## src/rtl/mppq_pkg.sv

```systemverilog
// ----------------------------------------------------------------------------
// mppq_pkg
// Shared types and constants for the PS/2 mouse packet cursor queue.
// ----------------------------------------------------------------------------
package mppq_pkg;

  localparam int QUEUE_DEPTH_DEF = 16;

  // input item kinds
  localparam logic [1:0] KIND_BYTE = 2'd0;
  localparam logic [1:0] KIND_DEQ  = 2'd1;
  localparam logic [1:0] KIND_SET  = 2'd2;

  // configuration register indexes
  localparam logic [1:0] REG_ENABLE = 2'd0;
  localparam logic [1:0] REG_WIDTH  = 2'd1;
  localparam logic [1:0] REG_HEIGHT = 2'd2;
  localparam logic [1:0] REG_SCALE  = 2'd3;

  localparam logic [7:0]  SYNC_BIT      = 8'h08;
  localparam logic [7:0]  OVERFLOW_BITS = 8'hC0;
  localparam int          X_SIGN_POS    = 4;
  localparam int          Y_SIGN_POS    = 5;
  localparam logic [13:0] DEFAULT_WIDTH  = 14'd1024;
  localparam logic [13:0] DEFAULT_HEIGHT = 14'd768;
  localparam logic [13:0] MAX_SCREEN     = 14'd8192;
  localparam logic [4:0]  SCALE_RESET    = 5'd1;

  typedef struct packed {
    logic [1:0]  kind;
    logic [7:0]  byte_value;
    logic [12:0] set_x;
    logic [12:0] set_y;
  } in_item_t;

  typedef struct packed {
    logic        report_valid;
    logic [12:0] cursor_x;
    logic [12:0] cursor_y;
    logic [2:0]  buttons;
    logic [31:0] packet_count;
    logic [31:0] byte_count;
  } out_item_t;

  typedef struct packed {
    logic [12:0] x;
    logic [12:0] y;
    logic [2:0]  buttons;
  } qent_t;

  // dequeue event handed from the decoder to the result pipeline
  typedef struct packed {
    logic        fire;
    logic        report_valid;
    logic [31:0] packet_count;
    logic [31:0] byte_count;
  } deq_info_t;

endpackage

```

## src/rtl/mppq_ram.sv

```systemverilog
// ----------------------------------------------------------------------------
// mppq_ram
// Report queue storage: one write port, one read port, registered read data.
// ----------------------------------------------------------------------------
module mppq_ram
  import mppq_pkg::*;
#(
  parameter int DEPTH = QUEUE_DEPTH_DEF,
  parameter int AW    = $clog2(DEPTH)
) (
  input  logic          clk,
  input  logic          wr_en,
  input  logic [AW-1:0] wr_addr,
  input  qent_t         wr_data,
  input  logic          rd_en,
  input  logic [AW-1:0] rd_addr,
  output qent_t         rd_data
);

  qent_t mem [DEPTH];
  qent_t rd_data_r;

  always_ff @(posedge clk) begin
    if (wr_en) begin
      mem[wr_addr] <= wr_data;
    end
  end

  always_ff @(posedge clk) begin
    if (rd_en) begin
      rd_data_r <= mem[rd_addr];
    end
  end

  assign rd_data = rd_data_r;

endmodule

```

## src/rtl/mppq_decode.sv

```systemverilog
// ----------------------------------------------------------------------------
// mppq_decode
// Packet assembly, cursor update, queue pointers, counters and config regs.
// ----------------------------------------------------------------------------
module mppq_decode
  import mppq_pkg::*;
#(
  parameter int DEPTH = QUEUE_DEPTH_DEF,
  parameter int AW    = $clog2(DEPTH)
) (
  input  logic          clk,
  input  logic          rst_n,
  input  logic          cfg_we,
  input  logic [1:0]    cfg_index,
  input  logic [13:0]   cfg_data,
  input  logic          accept,
  input  in_item_t      item,
  output logic          wr_en,
  output logic [AW-1:0] wr_addr,
  output qent_t         wr_data,
  output logic          rd_en,
  output logic [AW-1:0] rd_addr,
  output deq_info_t     deq
);

  localparam logic [AW-1:0] LAST_SLOT = AW'(DEPTH - 1);

  logic        enable_r;
  logic [13:0] width_r, height_r;
  logic [4:0]  scale_r;

  logic [1:0]  held_r, held_nxt;
  logic [7:0]  hdr_r, hdr_nxt;
  logic [7:0]  xb_r, xb_nxt;
  logic [12:0] abs_x_r, abs_x_nxt;
  logic [12:0] abs_y_r, abs_y_nxt;
  logic        known_r, known_nxt;
  logic [AW-1:0] rptr_r, rptr_nxt;
  logic [AW-1:0] wptr_r, wptr_nxt;
  logic [31:0] pkt_r, pkt_nxt;
  logic [31:0] byte_r, byte_nxt;

  logic [13:0] sw, sh;
  logic [12:0] base_x, base_y;
  logic signed [8:0]  dx, dy;
  logic signed [5:0]  sc;
  logic signed [14:0] prod_x, prod_y;
  logic signed [15:0] sum_x, sum_y;
  logic [12:0] new_x, new_y;
  logic [AW-1:0] wptr_inc, rptr_inc;
  logic        full, empty, push, pop;

  function automatic logic [13:0] screen_dim(input logic [13:0] r, input logic [13:0] dflt);
    logic [13:0] d;
    if (r == 14'd0) begin
      d = dflt;
    end else if (r > MAX_SCREEN) begin
      d = MAX_SCREEN;
    end else begin
      d = r;
    end
    return d;
  endfunction

  function automatic logic [12:0] clamp(input logic signed [15:0] v, input logic [13:0] dim);
    logic [13:0] mx;
    logic [12:0] c;
    mx = dim - 14'd1;
    if (v < 0) begin
      c = 13'd0;
    end else if (v > $signed({2'b00, mx})) begin
      c = mx[12:0];
    end else begin
      c = v[12:0];
    end
    return c;
  endfunction

  // configuration
  always_ff @(posedge clk) begin
    if (!rst_n) begin
      enable_r <= 1'b0;
      width_r  <= 14'd0;
      height_r <= 14'd0;
      scale_r  <= SCALE_RESET;
    end else if (cfg_we) begin
      unique case (cfg_index)
        REG_ENABLE: enable_r <= cfg_data[0];
        REG_WIDTH:  width_r  <= cfg_data;
        REG_HEIGHT: height_r <= cfg_data;
        REG_SCALE:  scale_r  <= cfg_data[4:0];
        default: ;
      endcase
    end
  end

  // cursor arithmetic for the packet that completes with this byte
  always_comb begin
    sw     = screen_dim(width_r, DEFAULT_WIDTH);
    sh     = screen_dim(height_r, DEFAULT_HEIGHT);
    base_x = known_r ? abs_x_r : sw[13:1];
    base_y = known_r ? abs_y_r : sh[13:1];
    dx     = $signed({hdr_r[X_SIGN_POS], xb_r});
    dy     = $signed({hdr_r[Y_SIGN_POS], item.byte_value});
    sc     = $signed({1'b0, scale_r});
    prod_x = dx * sc;
    prod_y = dy * sc;
    sum_x  = $signed({3'b000, base_x}) + 16'(prod_x);
    sum_y  = $signed({3'b000, base_y}) - 16'(prod_y);
    new_x  = clamp(sum_x, sw);
    new_y  = clamp(sum_y, sh);
  end

  assign wptr_inc = (wptr_r == LAST_SLOT) ? '0 : wptr_r + AW'(1);
  assign rptr_inc = (rptr_r == LAST_SLOT) ? '0 : rptr_r + AW'(1);
  assign full     = (wptr_inc == rptr_r);
  assign empty    = (wptr_r == rptr_r);

  always_comb begin
    held_nxt  = held_r;
    hdr_nxt   = hdr_r;
    xb_nxt    = xb_r;
    abs_x_nxt = abs_x_r;
    abs_y_nxt = abs_y_r;
    known_nxt = known_r;
    rptr_nxt  = rptr_r;
    wptr_nxt  = wptr_r;
    pkt_nxt   = pkt_r;
    byte_nxt  = byte_r;
    push      = 1'b0;
    pop       = 1'b0;
    deq       = '0;
    if (accept) begin
      unique case (item.kind)
        KIND_BYTE: begin
          byte_nxt = byte_r + 32'd1;
          if (enable_r) begin
            priority case (held_r)
              2'd0: begin
                if ((item.byte_value & SYNC_BIT) != 8'd0) begin
                  hdr_nxt  = item.byte_value;
                  held_nxt = 2'd1;
                end
              end
              2'd1: begin
                xb_nxt   = item.byte_value;
                held_nxt = 2'd2;
              end
              default: begin
                held_nxt = 2'd0;
                // drop on overflow or a full queue
                if ((hdr_r & OVERFLOW_BITS) == 8'd0 && !full) begin
                  push      = 1'b1;
                  abs_x_nxt = new_x;
                  abs_y_nxt = new_y;
                  known_nxt = 1'b1;
                  wptr_nxt  = wptr_inc;
                  pkt_nxt   = pkt_r + 32'd1;
                end
              end
            endcase
          end
        end
        KIND_DEQ: begin
          pop              = enable_r && !empty;
          deq.fire         = 1'b1;
          deq.report_valid = pop;
          deq.packet_count = pkt_r;
          deq.byte_count   = byte_r;
          if (pop) begin
            rptr_nxt = rptr_inc;
          end
        end
        KIND_SET: begin
          abs_x_nxt = item.set_x;
          abs_y_nxt = item.set_y;
          known_nxt = 1'b1;
        end
        default: ;
      endcase
    end
  end

  always_ff @(posedge clk) begin
    if (!rst_n) begin
      held_r  <= 2'd0;
      hdr_r   <= 8'd0;
      xb_r    <= 8'd0;
      abs_x_r <= 13'd0;
      abs_y_r <= 13'd0;
      known_r <= 1'b0;
      rptr_r  <= '0;
      wptr_r  <= '0;
      pkt_r   <= 32'd0;
      byte_r  <= 32'd0;
    end else begin
      held_r  <= held_nxt;
      hdr_r   <= hdr_nxt;
      xb_r    <= xb_nxt;
      abs_x_r <= abs_x_nxt;
      abs_y_r <= abs_y_nxt;
      known_r <= known_nxt;
      rptr_r  <= rptr_nxt;
      wptr_r  <= wptr_nxt;
      pkt_r   <= pkt_nxt;
      byte_r  <= byte_nxt;
    end
  end

  assign wr_en           = push;
  assign wr_addr         = wptr_r;
  assign wr_data.x       = new_x;
  assign wr_data.y       = new_y;
  assign wr_data.buttons = hdr_r[2:0];
  assign rd_en           = pop;
  assign rd_addr         = rptr_r;

  a_no_rw_collide: assert property (@(posedge clk) disable iff (!rst_n)
    !(wr_en && rd_en && wr_addr == rd_addr))
    else $error("queue read and write hit the same entry");

  a_pkt_count: assert property (@(posedge clk) disable iff (!rst_n)
    wr_en |=> pkt_r == $past(pkt_r) + 32'd1)
    else $error("packet count did not follow a push");

  a_pop_nonempty: assert property (@(posedge clk) disable iff (!rst_n)
    rd_en |-> enable_r && (rptr_r != wptr_r))
    else $error("dequeue from an empty or disabled queue");

endmodule

```

## src/rtl/ps2_mouse_packet_cursor_queue_core.sv

```systemverilog
// ----------------------------------------------------------------------------
// ps2_mouse_packet_cursor_queue_core
// PS/2 mouse 3-byte packet decoder with clamped cursor and report queue.
// ----------------------------------------------------------------------------
// channel  ports                         direction  handshake
// in       in_valid/in_ready/in_data     input      valid/ready
// out      out_valid/out_ready/out_data  output     valid/ready
// cfg      cfg_we/cfg_index/cfg_data     input      write strobe
//
// One item is accepted per cycle while in_ready is high; bytes and cursor sets
// update state at the accept edge. A dequeue result reaches out_data in two
// registered steps: the queue memory is read at the accept edge, and the output
// register loads the read data and staged counters once it is free to take them.
// A stalled result holds the output register and one staged dequeue behind
// it; input is held off only when both are occupied.
// Reset is synchronous, active low; the queue memory is not cleared.
// ----------------------------------------------------------------------------
module ps2_mouse_packet_cursor_queue_core
  import mppq_pkg::*;
#(
  parameter int QUEUE_DEPTH = QUEUE_DEPTH_DEF
) (
  input  logic        clk,
  input  logic        rst_n,
  input  logic        cfg_we,
  input  logic [1:0]  cfg_index,
  input  logic [13:0] cfg_data,
  input  logic        in_valid,
  output logic        in_ready,
  input  in_item_t    in_data,
  output logic        out_valid,
  input  logic        out_ready,
  output out_item_t   out_data
);

  localparam int AW = $clog2(QUEUE_DEPTH);

  logic          accept;
  logic          wr_en, rd_en;
  logic [AW-1:0] wr_addr, rd_addr;
  qent_t         wr_data, rd_data;
  deq_info_t     deq;

  logic      p1_valid_r, p1_valid_nxt;
  deq_info_t p1_info_r;
  logic      p1_move;
  logic      out_valid_r, out_valid_nxt;
  out_item_t out_data_r;

  assign in_ready = !p1_valid_r || !out_valid_r || out_ready;
  assign accept   = in_valid && in_ready;
  assign p1_move  = p1_valid_r && (!out_valid_r || out_ready);

  mppq_decode #(.DEPTH(QUEUE_DEPTH), .AW(AW)) u_decode (
    .clk      (clk),
    .rst_n    (rst_n),
    .cfg_we   (cfg_we),
    .cfg_index(cfg_index),
    .cfg_data (cfg_data),
    .accept   (accept),
    .item     (in_data),
    .wr_en    (wr_en),
    .wr_addr  (wr_addr),
    .wr_data  (wr_data),
    .rd_en    (rd_en),
    .rd_addr  (rd_addr),
    .deq      (deq)
  );

  mppq_ram #(.DEPTH(QUEUE_DEPTH), .AW(AW)) u_ram (
    .clk    (clk),
    .wr_en  (wr_en),
    .wr_addr(wr_addr),
    .wr_data(wr_data),
    .rd_en  (rd_en),
    .rd_addr(rd_addr),
    .rd_data(rd_data)
  );

  always_comb begin
    p1_valid_nxt = deq.fire || (p1_valid_r && !p1_move);
    if (p1_move) begin
      out_valid_nxt = 1'b1;
    end else if (out_ready) begin
      out_valid_nxt = 1'b0;
    end else begin
      out_valid_nxt = out_valid_r;
    end
  end

  always_ff @(posedge clk) begin
    if (!rst_n) begin
      p1_valid_r  <= 1'b0;
      out_valid_r <= 1'b0;
    end else begin
      p1_valid_r  <= p1_valid_nxt;
      out_valid_r <= out_valid_nxt;
    end
  end

  // stage the counters alongside the memory read
  always_ff @(posedge clk) begin
    if (deq.fire) begin
      p1_info_r <= deq;
    end
  end

  always_ff @(posedge clk) begin
    if (p1_move) begin
      out_data_r.report_valid <= p1_info_r.report_valid;
      out_data_r.cursor_x     <= p1_info_r.report_valid ? rd_data.x : 13'd0;
      out_data_r.cursor_y     <= p1_info_r.report_valid ? rd_data.y : 13'd0;
      out_data_r.buttons      <= p1_info_r.report_valid ? rd_data.buttons : 3'd0;
      out_data_r.packet_count <= p1_info_r.packet_count;
      out_data_r.byte_count   <= p1_info_r.byte_count;
    end
  end

  assign out_valid = out_valid_r;
  assign out_data  = out_data_r;

  a_p1_hold: assert property (@(posedge clk) disable iff (!rst_n)
    p1_valid_r && !p1_move |=> p1_valid_r)
    else $error("staged dequeue lost while output stalled");

  a_no_overrun: assert property (@(posedge clk) disable iff (!rst_n)
    deq.fire |-> !p1_valid_r || p1_move)
    else $error("dequeue accepted into an occupied stage");

  a_empty_zero: assert property (@(posedge clk) disable iff (!rst_n)
    out_valid_r && !out_data_r.report_valid |->
      out_data_r.cursor_x == 13'd0 && out_data_r.cursor_y == 13'd0 &&
      out_data_r.buttons == 3'd0)
    else $error("empty report carries nonzero fields");

endmodule
```

## config.mk

```make
export PLATFORM = sky130hd
export DESIGN_NAME = ps2_mouse_packet_cursor_queue_core
export DESIGN_NICKNAME = d
export VERILOG_FILES = /design/src/rtl/mppq_pkg.sv /design/src/rtl/mppq_ram.sv /design/src/rtl/mppq_decode.sv /design/src/rtl/ps2_mouse_packet_cursor_queue_core.sv
export SDC_FILE = /design/constraint.sdc
export NUM_CORES = 1
export LEC_CHECK = 0
export BUFFER_PORTS_ARGS = -buffer_cell sky130_fd_sc_hd__buf_2
export CORE_MARGIN = 8
export CORE_UTILIZATION = 64
export CTS_BUF_LIST = sky130_fd_sc_hd__clkbuf_8
export DETAILED_ROUTE_END_ITERATION = 12
export GPL_ROUTABILITY_DRIVEN = 0
export PLACE_DENSITY = 0.82
export SKIP_CTS_REPAIR_TIMING = 1
export SYNTH_ARGS = -nofsm -noshare
export SYNTH_HDL_FRONTEND = slang
export SYNTH_SLANG_ARGS = --single-unit
```

## constraint.sdc

```tcl
create_clock -name clk -period 8.4 [get_ports clk]
set_clock_uncertainty 0.1 [all_clocks]
set_input_delay 0.42 -clock clk [delete_from_list [all_inputs] [get_ports clk]]
set_output_delay 0.42 -clock clk [all_outputs]
set_load 0.02 [all_outputs]
```

## After elaboration in Yosys (flattened, before gate mapping)

Memories as Yosys holds them, arrays and structs flattened. A register that Yosys moved wholly into a read port is not among the register bits.
Cells that the tools add are included.

- Register bits: 312
- Latch bits: 0
- Memory bits (writable): 464
- Bits in read-only memories: 0
- Input port bits: 57
- Output and inout port bits: 96
- Logic and storage cells: 131
- Memories kept: 1

- $add $sub $neg: 8
- $mul: 2
- Divide/modulo/power cells: 0
- Magnitude comparators: 6
- Equal/unequal tests: 14
- Shift operators: 0
- Multiplexer cells: 39
- Bitwise gates (word level): 1
- Reductions and logical operators: 35

Memories:

| name | depth | width | read ports | clocked after memory_dff | wr ports | RTL line | RTL |
|---|---|---|---|---|---|---|---|
| u_ram.mem | 16 | 29 | 1 | 1 | 1 | mppq_ram.sv:20 | `qent_t mem [DEPTH];` |

Operators with widths:

| cell | number |
|---|---|
| two-way mux 13 bit | 12 |
| two-way mux 66 bit | 2 |
| adder 32 x 1 -> 32 bit (second input constant) | 2 |
| two-way mux 14 bit | 4 |
| case mux 13 bit (2 select lines) | 2 |
| > comparator 16 x 15 -> 1 bit | 2 |
| < comparator 16 x 1 -> 1 bit (second input constant) | 2 |
| multiplier 9 x 6 -> 15 bit | 2 |
| > comparator 14 bit (second input constant) | 2 |
| zero test 14 bit | 2 |
| subtractor 14 x 1 -> 14 bit (second input constant) | 2 |
| adder 14 x 15 -> 16 bit | 1 |
| subtractor 14 x 15 -> 16 bit | 1 |
| AND reduction 5 bit | 3 |
| two-way mux 1 bit | 14 |
| AND reduction 2 bit | 6 |
| adder 4 x 1 -> 4 bit (second input constant) | 2 |
| == test 4 bit | 2 |
| == test 4 bit (second input constant) | 2 |
| zero test 8 bit | 1 |
| two-way mux 4 bit | 2 |
| AND reduction 4 bit | 2 |
| == test 2 x 1 -> 1 bit (second input constant) | 3 |
| == test 2 bit (second input constant) | 3 |
| other kinds (13) | 29 |

## Logic depth before layout (Yosys ltp)

- Word-level depth: 12
- Gate-level depth with buffers: 28
- Gate-level depth less buffers: 26

## Hierarchy

A second synthesis with hierarchy kept.

- Cells, all modules: 2643
- Area, all modules: 36790.3 sq um

Modules (own cells, without submodules):

| module | instances | cells an instance | area each (sq um) | sequential area each (sq um) |
|---|---|---|---|---|
| mppq_ram | 1 | 761 | 18322.6 | 14804.2 |
| mppq_decode | 1 | 1682 | 13366.6 | 3002.9 |
| ps2_mouse_packet_cursor_queue_core | 1 | 200 | 5101.1 | 4814.6 |

## Worst setup path after synthesis

No wires, ideal clock.

- Path type: register to register
- Start point: register u_decode.scale_r[3]
- End point: memory u_ram.mem[0][14] (netlist bit), data pin
- Library setup time: 336 ps
- Arrival: 6349 ps
- Data required time: 7964 ps
- Setup slack: 1615 ps
- Cell stages (with the launch flop): 24
- Path buffers: 2
- Cell sequence: dfxtp_1 clkbuf_1 and2_1 fa_1 fa_1 inv_1 fa_1 inv_1 fa_1 inv_1 ha_1 or3_1 o211ai_1 nand2_1 o311ai_0 ha_1 a21oi_1 a21oi_1 a2111oi_0 o21ai_0 and2_1 clkbuf_1 o31ai_1 nor3b_1

- Word-level cells in the longest chain between the ends: 5
- Elaborated cells on any way between the ends: 6
- Classes of those cells: add/sub: 1; mul: 1; order compare: 2; mux: 2

Ends and longest elaborated chain:

| what | RTL line | RTL |
|---|---|---|
| start: declaration | mppq_decode.sv:30 | `logic [4:0] scale_r;` |
| start signal: assignment | mppq_decode.sv:91 | `REG_SCALE: scale_r <= cfg_data[4:0];` |
| multiplier 9 x 6 -> 15 bit (*) | mppq_decode.sv:107 | `prod_y = dy * sc;` |
| subtractor 14 x 15 -> 16 bit (*) | mppq_decode.sv:109 | `sum_y = $signed({3'b000, base_y}) - 16'(prod_y);` |
| > comparator 16 x 15 -> 1 bit | mppq_decode.sv:71 | `end else if (v > $signed({2'b00, mx})) begin` |
| two-way mux 13 bit | mppq_decode.sv:71 |  |
| two-way mux 13 bit (*) | mppq_decode.sv:69 | `if (v < 0) begin` |
| via u_decode.new_y[11] | mppq_decode.sv:49 | `logic [12:0] new_x, new_y;` |
| end: declaration | mppq_ram.sv:20 |  |

The timed path passes the listed nets; every way through them passes the cells marked *.

## Worst setup path after layout

- Start point: register u_decode.height_r[6]
- End point: memory u_ram.mem[9][11] (netlist bit), data pin

- Word-level cells in the longest chain between the ends: 8
- Elaborated cells on any way between the ends: 11
- Classes of those cells: add/sub: 2; order compare: 3; mux: 5; reduce/logical: 1

Ends and longest elaborated chain:

| what | RTL line | RTL |
|---|---|---|
| start: declaration | mppq_decode.sv:29 | `logic [13:0] width_r, height_r;` |
| start signal: assignment | mppq_decode.sv:90 | `REG_HEIGHT: height_r <= cfg_data;` |
| > comparator 14 bit | mppq_decode.sv:57 | `end else if (r > MAX_SCREEN) begin` |
| two-way mux 14 bit | mppq_decode.sv:57 |  |
| two-way mux 14 bit (*) | mppq_decode.sv:55 | `if (r == 14'd0) begin` |
| two-way mux 13 bit | mppq_decode.sv:102 | `base_y = known_r ? abs_y_r : sh[13:1];` |
| subtractor 14 x 15 -> 16 bit | mppq_decode.sv:109 |  |
| > comparator 16 x 15 -> 1 bit | mppq_decode.sv:71 |  |
| two-way mux 13 bit | mppq_decode.sv:71 |  |
| two-way mux 13 bit (*) | mppq_decode.sv:69 |  |
| via u_decode.new_y[8] | mppq_decode.sv:49 |  |

Marked as above.

==> flow_summary.ini <==
[outcome]
status = finished, final reports clean

[die]
coreArea_mm2 = 0.0576
io_pins = 153
die_y_um = 257
rows = 88
dieArea_mm2 = 0.0661
start_util_pct = 64.6
fp.dieW_um = 257

[critical_path]
worstSetupEndpointType = flop
slowest_delay_ns = 0.73
crit_buf_inv = 3
cp_max_fo = 17
cpLargestDelayFamily = simple AND/OR/NAND/NOR gates
cp.arrival_ns = 8.40
path_class = reg -> reg
cp_slowest_cell = nor2_1
cp-start-kind = flop
critPathRequiredTime_ns = 8.70

[finish]
syn_to_final_growth_pct = 11.6
final_util_pct = 72.1
instances_no_fill = 3681
final_cell_mix = 652 x edfxtp_1, 225 x and2_1, 203 x inv_1
layout_commonest_cell = edfxtp_1
num-nets-final = 3062
drive_gt1_share_pct = 18.6

[route]
via_per_inst = 6.14
wl_per_cell_um = 23.4
vias = 22600
drtPass1Iterations = 8
drc = 0
drtIter0Drc = 2180
postRouteAntennaNets = 0
routed_wirelength_um = 86200

[sta]
drv_slew = 0
tns_ns = 0
max_clock_freq_mhz = 123
grt_setup_unrepaired = false
finalCritPeriodShare_pct = 96.5
relSlewSlack_pct = 13.3
hold_viol = 0
worst_pin_slew_ns = 1.29
period_needed_ns = 8.11
setup_viol = 0

[global_routing]
grt_util_all_layers_pct = 25.6
first_global_vias = 22800
grt_pass1_wl_um = 131000
grt_max_degree = 109
gr-total-overflow = 0
antenna_found_initial = 3

[placed_design]
dp.cells = 3424
port_buffers = 152
dp_hpwl_um = 55700

[synth]
netlist_area_mm2 = 0.0372
synth_cell_types = 86
yosysSeqAreaShare_pct = 60.8
synth.area.top_cells = edfxtp_1 53%, mux4_2 8.8%, dfxtp_1 8.2%
synth_largest_area_cell = edfxtp_1
synth_seq_cells = 804
async_flop_share_pct = 0
yosysWarningCount = 0
ys_dominant_reg_cell = edfxtp_1
syn_avg_cell_area_um2 = 14.4
synth_edf_count = 652
yosysTopAreaCellShare_pct = 52.7
syn_inst = 2577

[power_and_ir_drop]
power_switching_mw = 2.41
irDropWorstVdd_mv = 0.145
clkPwrFrac_pct = 33.6
leakagePower_nw = 15.6
comb_power_share_pct = 14.5
intPower_mw = 6.52
seqPwrFrac_pct = 51.9
power_density_mw_per_mm2 = 215
sw_frac_of_total_pct = 27.0

[cts]
clk_pin_slew_ns = 0.06
cts_sinks = 804
clk_latency_ns = 0.75
clock_tree.buffer_depth = 3
root_buffer = clkbuf_8
cts_buffers = 119
cts_tree = built
cts_max_level = 3

[flow_run]
cap_violations = 0

[min_path]
hold_class = in -> reg
==> cells in the mapped netlist, drive strengths merged (26+ instances only) <==
master  count
edfxtp    652
and2      225
nand2     188
inv       159
dfxtp     152
mux4      145
ha        107
nor2       85
clkbuf     79
fa         79
a21oi      70
o21ai      63
xnor2      54
mux2i      43
xor2       43
a21boi     40
nor3       36
nor2b      34
nand3      31
buf        29
nand4      26
==> path summary, 6_finish.rpt <==
check                       start                 to  slack (ns)  cells past startpoint
max          u_decode.height_r[6]   u_ram.mem[9][11]        0.29                     25
min                   in_data[31]  u_decode.hdr_r[5]       0.001                      3
max reg2reg  u_decode.height_r[6]   u_ram.mem[9][11]        0.29                     25
min reg2reg         p1_info_r[58]       out_data[58]        0.32                      0
==> metal layers <==
layer,global-route usage (%),vias to the layer above,part of all wire [%]
met5,0,-,0.015
met4,10.9,2,3.8
met3,5.70,222,9.4
met2,42.2,1236,49
met1,32.7,11100,38
li1,-,10000,-
==> power by group through the flow <==
stage | Sequential [mW] | Combinational (mW) | Clock [mW]
2_1_floorplan | 4.71 | 0.825 | 0
4_1_cts | 4.63 | 1.25 | 3.04
3_5_place_dp | 4.71 | 1.24 | 0
5_1_grt | 4.63 | 1.40 | 3.21
6_report | 4.63 | 1.30 | 3.00
3_3_place_gp | 4.71 | 1.17 | 0
==> area by class of cell <==
class,count,area (um2)
Sequential cell,804,22600
Fill cell,3454,16100
Multi-Input combinational cell,1505,13600
Clock buffer,128,1760
Timing Repair Buffer,229,1440
Tap cell,765,957
Inverter,160,601
Clock inverter,89,532
Antenna cell,1,2.50
==> logic make-up after synthesis <==
logic type / share of synthesized area (%)
other: 0.0101
multiplexers: 10.0
AO/OA/AOI/OAI: 5.41
buffers and inverters: 2.97
XOR/XNOR: 2.29
flip-flops: 60.8
adder cells (fa/ha/maj): 7.85
AND/OR/NAND/NOR: 10.6
==> flip-flops by register name, summed over array words and instances (netlist names), 5 cells and up <==
register / cells
u_ram.rd_data: 29
u_decode.pkt_r: 32
u_decode.byte_r: 32
u_decode.xb_r: 8
u_decode.abs_x_r: 13
u_decode.hdr_r: 7
out_data: 94
u_decode.abs_y_r: 13
u_decode.height_r: 14
p1_info_r: 65
u_decode.width_r: 14
u_ram.mem: 464
u_decode.scale_r: 5
==> stage by stage <==
step	hold slack, ns	area (um2)	setup WS [ns]	power (mW)
2_1_floorplan	0.300	37200	1.62	5.54
3_3_place_gp	0.304	38800	0.910	5.88
3_5_place_dp	0.305	38800	0.641	5.95
4_1_cts	-0.163	41100	0.581	8.92
5_1_grt	0.00620	41500	0.00977	9.23
6_report	0.00101	41500	0.291	8.92
==> worst register-to-register path, cell delays in order (launching register included) <==
cell,delay (ns)
dfxtp_1,0.38
nor4_1,0.67
nand4_1,0.33
a211oi_1,0.41
a21oi_1,0.16
fa_1,0.55
inv_1,0.05
fa_1,0.47
inv_1,0.05
fa_1,0.52
inv_1,0.04
ha_1,0.39
o21ai_0,0.16
a21oi_1,0.24
o31ai_1,0.11
nand2_1,0.10
xor2_1,0.39
ha_1,0.34
nand2_1,0.08
a21oi_1,0.04
a2111oi_0,0.40
o21ai_0,0.20
nand2_1,0.18
nand3_2,0.36
a21o_1,0.32
nor2_1,0.73
(Power assumes the default switching activity.)
